**src/dnsaf_pkg.sv**
```systemverilog
// Shared constants, codes and types for the DNS AAAA message filter.
package dnsaf_pkg;

   localparam int unsigned HEADER_BYTES = 12;

   localparam logic [15:0] WANTED_TYPE_RESET = 16'd28;
   localparam logic [3:0]  RCODE_MASK        = 4'hF;
   localparam logic [7:0]  QR_BIT            = 8'h80;
   localparam logic [7:0]  RCODE_REFUSED_OR  = 8'h04;
   localparam logic [7:0]  UNSUP_RCODE_BYTE  = 8'h84;
   localparam logic [7:0]  ANSWER_SKIP_BYTES = 8'd6;
   localparam logic [16:0] QUESTION_TAIL     = 17'd5;

   localparam logic [2:0] PH_HEADER  = 3'd0;
   localparam logic [2:0] PH_NAME    = 3'd1;
   localparam logic [2:0] PH_SKIP    = 3'd2;
   localparam logic [2:0] PH_TYPE_HI = 3'd3;
   localparam logic [2:0] PH_TYPE_LO = 3'd4;
   localparam logic [2:0] PH_DONE    = 3'd5;

   localparam logic [2:0] ACT_REQ_OK = 3'd0;
   localparam logic [2:0] ACT_RSP_OK = 3'd1;
   localparam logic [2:0] ACT_RCODE  = 3'd2;
   localparam logic [2:0] ACT_UNSUP  = 3'd3;
   localparam logic [2:0] ACT_STRIP  = 3'd4;
   localparam logic [2:0] ACT_BAD    = 3'd5;

   localparam logic [15:0] POS_FLAGS = 16'd2;
   localparam logic [15:0] POS_RCODE = 16'd3;
   localparam logic [15:0] POS_AN_HI = 16'd6;
   localparam logic [15:0] POS_AN_LO = 16'd7;
   localparam logic [15:0] POS_HDR_LAST = 16'(HEADER_BYTES - 1);

   typedef struct packed {
      logic [7:0] data;
      logic       last;
   } dnsaf_item_type;

   typedef struct packed {
      logic        forward_valid;
      logic [2:0]  action_code;
      logic [7:0]  flags_byte;
      logic [7:0]  rcode_byte;
      logic [15:0] answer_count;
      logic        clear_other_counts;
      logic [15:0] new_length;
      logic [15:0] record_type;
      logic [7:0]  name_length;
   } dnsaf_verdict_type;

endpackage

```
**src/dnsaf_parser.sv**
```systemverilog
// Byte-walk parser state for one DNS message and the end-of-message verdict.
module dnsaf_parser (
   input  logic                       clock,
   input  logic                       reset,
   input  logic                       take,
   input  dnsaf_pkg::dnsaf_item_type  item,
   input  logic [15:0]                wanted_type,
   output dnsaf_pkg::dnsaf_verdict_type verdict
);
   import dnsaf_pkg::*;

   logic [15:0] pos_ff, pos_in;
   logic [2:0]  phase_ff, phase_in;
   logic [7:0]  left_ff, left_in;
   logic [7:0]  flags_ff, flags_in;
   logic [7:0]  rcode_ff, rcode_in;
   logic [15:0] acount_ff, acount_in;
   logic [15:0] name_end_ff, name_end_in;
   logic [15:0] type_ff, type_in;
   logic [7:0]  nlen_ff, nlen_in;

   logic [9:0]  nlen_sum;
   logic [16:0] cut_len;
   logic        type_match;

   always_comb begin
      pos_in      = pos_ff;
      phase_in    = phase_ff;
      left_in     = left_ff;
      flags_in    = flags_ff;
      rcode_in    = rcode_ff;
      acount_in   = acount_ff;
      name_end_in = name_end_ff;
      type_in     = type_ff;
      nlen_in     = nlen_ff;
      nlen_sum    = {2'b00, nlen_ff} + {2'b00, item.data} + {9'd0, nlen_ff != 8'd0};
      unique case (phase_ff)
         PH_HEADER: begin
            if (pos_ff == POS_FLAGS) flags_in = item.data;
            else if (pos_ff == POS_RCODE) rcode_in = item.data;
            else if (pos_ff == POS_AN_HI) acount_in = {item.data, 8'd0};
            else if (pos_ff == POS_AN_LO) acount_in = {acount_ff[15:8], item.data};
            if (pos_ff >= POS_HDR_LAST) begin
               phase_in = ((rcode_ff[3:0] & RCODE_MASK) != 4'd0) ? PH_DONE : PH_NAME;
               left_in  = 8'd0;
            end
         end
         PH_NAME: begin
            if (left_ff != 8'd0) begin
               left_in = left_ff - 8'd1;
            end else if (item.data == 8'd0) begin
               name_end_in = pos_ff;
               if ((flags_ff & QR_BIT) != 8'd0) begin
                  left_in  = ANSWER_SKIP_BYTES;
                  phase_in = PH_SKIP;
               end else begin
                  phase_in = PH_TYPE_HI;
               end
            end else begin
               left_in = item.data;
               nlen_in = (nlen_sum > 10'd255) ? 8'hFF : nlen_sum[7:0];
            end
         end
         PH_SKIP: begin
            if (left_ff > 8'd1) begin
               left_in = left_ff - 8'd1;
            end else begin
               left_in  = 8'd0;
               phase_in = PH_TYPE_HI;
            end
         end
         PH_TYPE_HI: begin
            type_in  = {item.data, 8'd0};
            phase_in = PH_TYPE_LO;
         end
         PH_TYPE_LO: begin
            type_in  = {type_ff[15:8], item.data};
            phase_in = PH_DONE;
         end
         default: begin
         end
      endcase
      if (pos_ff != 16'hFFFF) pos_in = pos_ff + 16'd1;
   end

   assign type_match = (type_in == wanted_type);
   assign cut_len    = {1'b0, name_end_in} + QUESTION_TAIL;

   always_comb begin
      verdict.flags_byte         = flags_in;
      verdict.rcode_byte         = rcode_in;
      verdict.answer_count       = acount_in;
      verdict.clear_other_counts = 1'b0;
      verdict.new_length         = pos_in;
      verdict.record_type        = type_in;
      verdict.name_length        = nlen_in;
      if (phase_in == PH_HEADER) begin
         verdict.action_code = ACT_BAD;
      end else if ((rcode_in[3:0] & RCODE_MASK) != 4'd0) begin
         verdict.action_code = ACT_RCODE;
         verdict.rcode_byte  = rcode_in | RCODE_REFUSED_OR;
         verdict.record_type = 16'd0;
      end else if (phase_in != PH_DONE) begin
         verdict.action_code = ACT_BAD;
      end else if ((flags_in & QR_BIT) == 8'd0) begin
         if (type_match) begin
            verdict.action_code = ACT_REQ_OK;
         end else begin
            verdict.action_code = ACT_UNSUP;
            verdict.flags_byte  = flags_in | QR_BIT;
            verdict.rcode_byte  = UNSUP_RCODE_BYTE;
         end
      end else begin
         if (type_match) begin
            verdict.action_code = ACT_RSP_OK;
         end else begin
            verdict.action_code        = ACT_STRIP;
            verdict.rcode_byte         = rcode_in | RCODE_REFUSED_OR;
            verdict.answer_count       = 16'd0;
            verdict.clear_other_counts = 1'b1;
            verdict.new_length         = cut_len[16] ? 16'hFFFF : cut_len[15:0];
         end
      end
      if (verdict.action_code == ACT_BAD) begin
         verdict.answer_count = 16'd0;
         verdict.record_type  = 16'd0;
      end
      verdict.forward_valid = (verdict.action_code == ACT_REQ_OK) ||
                              (verdict.action_code == ACT_RSP_OK);
   end

   always_ff @(posedge clock) begin
      if (reset || (take && item.last)) begin
         pos_ff      <= 16'd0;
         phase_ff    <= PH_HEADER;
         left_ff     <= 8'd0;
         flags_ff    <= 8'd0;
         rcode_ff    <= 8'd0;
         acount_ff   <= 16'd0;
         name_end_ff <= 16'd0;
         type_ff     <= 16'd0;
         nlen_ff     <= 8'd0;
      end else if (take) begin
         pos_ff      <= pos_in;
         phase_ff    <= phase_in;
         left_ff     <= left_in;
         flags_ff    <= flags_in;
         rcode_ff    <= rcode_in;
         acount_ff   <= acount_in;
         name_end_ff <= name_end_in;
         type_ff     <= type_in;
         nlen_ff     <= nlen_in;
      end
   end

endmodule

```
**src/dns_aaaa_packet_filter.sv**
```systemverilog
// Top level of the DNS AAAA message filter: input register, parser, result register.
// rsp_valid shows the verdict once the result register takes it with the last byte.
// Throughput: one byte per cycle; bytes that end no message flow on even while a
// verdict waits, only a last byte waits for the result register to free up.
// Reset clears the parser to the header phase, empties both registers and sets
// the wanted record type to 28.
module dns_aaaa_packet_filter (
   input  logic        clock,
   input  logic        reset,
   input  logic        req_valid,
   output logic        req_stall,
   input  logic [7:0]  req_packet_byte,
   input  logic        req_end_of_packet,
   output logic        rsp_valid,
   input  logic        rsp_stall,
   output logic        rsp_forward_valid,
   output logic [2:0]  rsp_action_code,
   output logic [7:0]  rsp_flags_byte_out,
   output logic [7:0]  rsp_rcode_byte_out,
   output logic [15:0] rsp_answer_count_out,
   output logic        rsp_clear_other_counts,
   output logic [15:0] rsp_new_length,
   output logic [15:0] rsp_record_type_seen,
   output logic [7:0]  rsp_name_length,
   input  logic        csr_write_enable,
   input  logic [15:0] csr_write_data
);
   import dnsaf_pkg::*;

   logic              in_valid_ff, in_valid_in;
   dnsaf_item_type    in_item_ff;
   logic              out_valid_ff, out_valid_in;
   dnsaf_verdict_type out_ff;
   dnsaf_verdict_type verdict;
   logic [15:0]       wanted_ff;
   logic              out_free;
   logic              take;

   assign out_free    = !out_valid_ff || !rsp_stall;
   assign take        = in_valid_ff && (!in_item_ff.last || out_free);
   assign req_stall   = in_valid_ff && !take;
   assign in_valid_in = req_valid || (in_valid_ff && !take);
   assign out_valid_in = (take && in_item_ff.last) || (out_valid_ff && rsp_stall);

   dnsaf_parser u_parser (
      .clock       (clock),
      .reset       (reset),
      .take        (take),
      .item        (in_item_ff),
      .wanted_type (wanted_ff),
      .verdict     (verdict)
   );

   always_ff @(posedge clock) begin
      if (reset) begin
         in_valid_ff  <= 1'b0;
         out_valid_ff <= 1'b0;
         wanted_ff    <= WANTED_TYPE_RESET;
      end else begin
         in_valid_ff  <= in_valid_in;
         out_valid_ff <= out_valid_in;
         if (csr_write_enable) wanted_ff <= csr_write_data;
      end
   end

   always_ff @(posedge clock) begin
      if (req_valid && !req_stall) begin
         in_item_ff.data <= req_packet_byte;
         in_item_ff.last <= req_end_of_packet;
      end
      if (take && in_item_ff.last) out_ff <= verdict;
   end

   assign rsp_valid              = out_valid_ff;
   assign rsp_forward_valid      = out_ff.forward_valid;
   assign rsp_action_code        = out_ff.action_code;
   assign rsp_flags_byte_out     = out_ff.flags_byte;
   assign rsp_rcode_byte_out     = out_ff.rcode_byte;
   assign rsp_answer_count_out   = out_ff.answer_count;
   assign rsp_clear_other_counts = out_ff.clear_other_counts;
   assign rsp_new_length         = out_ff.new_length;
   assign rsp_record_type_seen   = out_ff.record_type;
   assign rsp_name_length        = out_ff.name_length;

endmodule

```
**config.mk**
```make
export PLATFORM = sky130hd
export DESIGN_NAME = dns_aaaa_packet_filter
export DESIGN_NICKNAME = d
export VERILOG_FILES = /design/src/dnsaf_pkg.sv /design/src/dnsaf_parser.sv /design/src/dns_aaaa_packet_filter.sv
export SDC_FILE = /design/constraint.sdc
export NUM_CORES = 1
export LEC_CHECK = 0
export CAP_MARGIN = 40
export CORE_MARGIN = 2
export CORE_UTILIZATION = 65
export DETAILED_ROUTE_END_ITERATION = 10
export DONT_BUFFER_PORTS = 1
export GPL_TIMING_DRIVEN = 0
export HOLD_SLACK_MARGIN = 0.03
export PLACE_DENSITY = 0.92
export SLEW_MARGIN = 20
export SYNTH_ARGS = -nofsm -noshare
export SYNTH_HDL_FRONTEND = slang
export SYNTH_SLANG_ARGS = --single-unit
```
**constraint.sdc**
```tcl
create_clock -name clock -period 8.3 [get_ports clock]
set_input_delay 2.49 -clock clock [delete_from_list [all_inputs] [get_ports clock]]
set_output_delay 2.49 -clock clock [all_outputs]
set_load 0.05 [all_outputs]
```
==> qor.yml <==
outcome:
  status: "finished clean"
clock_network:
  cts_tree: "built"
  post_cts_buffers: 0
  cts_root_buf: "clkbuf_16"
  cts.path.max_buffers: 3
  cts_buffers: 21
  cts.clk_slew.worst_paths_ns: 0.06
  insertion_delay_ns: 0.51
  cts.sinks: 203
  htreeDepth: 1
  cts_resized: 0
  cts_hold_buf: 0
yosys:
  synth_async_sr_flop_share: 0
  synth_warnings: 0
  syn-num-nets: 1134
  synth_seq_area_share: 0.4723
  synth_edf_count: 86
  synthesis.area_um2: 10430
  synth_ff_type: "dfxtp_1"
  syn_inst: 1084
  ys_types: 78
  yosys_register_bits: 203
  syn_avg_cell_area_um2: 9.619
power_and_ir_drop:
  powerDensity_nw_per_um2: 190.9
  leakagePower_nw: 4.163
  peakVddDrop_uv: 208.9
global_route:
  grt_pass1_wl_mm: 42.11
  grt_start_max_net_pins: 60
  grt_pass1_vias: 8288
  grt_usage: 0.3129
  antenna_found_initial: 0
  overflow: 0
critical_path:
  worstSetupPathType: "in -> out"
  worstSetupStartpointType: "input port"
  slowest_delay_ns: 0.39
  ff2ff_setup_slack_ns: 3.25
  cp_cell_sequence: "nand4_1, inv_1"
  path_buf_inv: 1
  slowest_stage: "inv_1"
  cp.arrival_ns: 2.97
  required_ns: 5.81
  path_max_fanout: 3
  end_kind: "primary output"
  path_delay_family: "buffers and inverters"
hold_path:
  hold_class: "reg -> reg"
sta:
  setup_tns_ns: 0
  finalHoldViolCount: 0
  slew_headroom: 0.3897
  fin_hold_ws_ns: 0.4535
  tightest_slew_ns: 0.9137
  fin_crit_sh: 0.6578
  skew_ns: 0.01902
  fmax_ghz: 0.1832
  slew_viol_final: 0
  final-setup-viol-count: 0
  min_period_ns: 5.460
  rsz0062_at_grt: "no"
detailed_routing:
  num_vias: 8728
  post-route-drc-count: 0
  wl_mm: 27.10
  via_per_inst: 6.504
  wire_per_inst_um: 20.19
  final_antenna_net_count: 0
  first_pass_iters: 7
  drtIter0Drc: 1120
cells_and_area:
  area_growth_syn_to_layout_pct: 9.983
  fin_nets: 1161
  finalNonFillerCells: 1342
  drive_gt1_frac: 0.09325
  n_antenna_cell: 0
placed_design:
  io_buffers: 0
  place_inst: 1302
  gp_congestion: 0.9901
  dp_hpwl_mm: 19.10
die:
  die_h_um: 130.7
  die_area_um2: 17070
  ios: 109
  die_w_um: 130.7
  core_um2: 15770
  rows: 46
  start_util: 0.6612
job:
  cap_violations: 0
## placed cells by master (no fill, tap or decap), drive strengths merged, types with 14 or more instances in the layout
| cell | n |
|---|---|
| dfxtp | 117 |
| nand3 | 21 |
| nor3 | 49 |
| nor4 | 17 |
| nand4 | 17 |
| mux2i | 69 |
| edfxtp | 86 |
| a31oi | 25 |
| nor2 | 154 |
| nand2 | 94 |
| a21oi | 57 |
| mux2 | 14 |
| a22oi | 16 |
| clkbuf | 81 |
| buf | 26 |
| a211oi | 14 |
| ha | 19 |
| and3 | 16 |
| xor2 | 25 |
| o21ai | 42 |
| xnor2 | 29 |
| inv | 17 |
## metal layers
metal | GRT usage | vias up | share of wire
met2 | 0.5095 | 563 | 0.47
met3 | 0.07736 | 97 | 0.10
li1 | - | 3990 | -
met4 | 0.1308 | 0 | 0.032
met1 | 0.4011 | 4078 | 0.39
met5 | 0 | - | 0
## worst paths after layout
kind	start	end	cells past startpoint
worst max-delay path	rsp_stall	req_stall	2
worst min-delay path	u_parser.acount_ff[10]$_SDFFE_PP0P_	u_parser.acount_ff[10]$_SDFFE_PP0P_	2
worst min register to register	u_parser.acount_ff[10]$_SDFFE_PP0P_	u_parser.acount_ff[10]$_SDFFE_PP0P_	2
worst max register to register	in_item_ff[2]$_DFFE_PP_	rsp_new_length[5]$_DFFE_PP_	15
## logic make-up after synthesis
kind of cell    after synthesis  synth area share
simple gates                419            0.1970
flops                       203            0.4723
fa+ha+maj                    20           0.02472
compound gates              214            0.1424
buf+inv                      91           0.03684
mux                          83           0.08135
xor+xnor                     54           0.04536
## final cells by class
class	instances	area [um2]
clock inverter	10	117.6
buffer	75	324.1
sequential	203	4925
clock buffer	28	593.1
inverter	16	60.06
multi-input combinational	790	5129
timing repair buffer	4	50.05
fill	1134	4302
tap	216	270.3
## sequential cells by signal (all words and copies together) (netlist names), 9 cells and up
signal,flops
wanted_ff,16
in_item_ff,9
u_parser.type_ff,16
u_parser.pos_ff,16
u_parser.name_end_ff,16
rsp_new_length,16
rsp_answer_count_out,16
rsp_record_type_seen,16
u_parser.acount_ff,16
## through the flow
stage | worst slack, ns | utilization | area, um2 | power (mW)
2_1_floorplan | 2.525 | - | 10430 | 1.203
3_3_place_gp | 1.307 | 0.6784 | 10700 | 1.233
3_5_place_dp | 2.844 | 0.6812 | 10740 | 1.238
4_1_cts | 2.842 | 0.7263 | 11450 | 2.193
5_1_grt | 2.817 | 0.7272 | 11470 | 2.248
6_report | 2.840 | 0.7272 | 11470 | 2.190
## cells in the mapped netlist (3+ instances only)
library cell  instances  share of area
nor3b_1               3         0.0022
and2_1                6         0.0036
o211ai_1              4         0.0029
buf_1                 5         0.0018
o31ai_1               3         0.0022
inv_1                15         0.0054
nand2_1              93          0.033
ha_1                 19          0.023
o211a_1               3         0.0029
nor4_4                4         0.0082
nor3_1               48          0.023
dfxtp_1             117           0.22
nor2_1              154          0.055
a22oi_1              16          0.012
xnor2_1              29          0.024
or2_2                 4         0.0024
nand2b_1              4         0.0024
a211oi_1             12         0.0086
a32o_1                3         0.0029
xor2_1               25          0.021
nand4_1              16         0.0096
a2bb2oi_2            10          0.014
mux2i_1              69          0.066
o21a_1                3         0.0022
o22ai_1               8         0.0048
a211o_1               4         0.0034
nor2b_1               6         0.0036
mux2_2               14          0.015
nand3_1              21          0.010
edfxtp_1             86           0.25
clkbuf_1             53          0.019
a21oi_1              56          0.027
or3_1                11         0.0066
o21ai_0              39          0.019
buf_6                 3         0.0032
a2bb2oi_1             3         0.0025
buf_2                13         0.0062
nor4_1               11         0.0066
and3_1               16         0.0096
or3b_1                3         0.0025
a31oi_1              25          0.015
## where the power goes
group / switching [mW] / internal, mW
Clock: 0.397 / 0.570
Sequential: 0.0480 / 1.06
Combinational: 0.0785 / 0.0346
(Power assumes the default switching activity.)
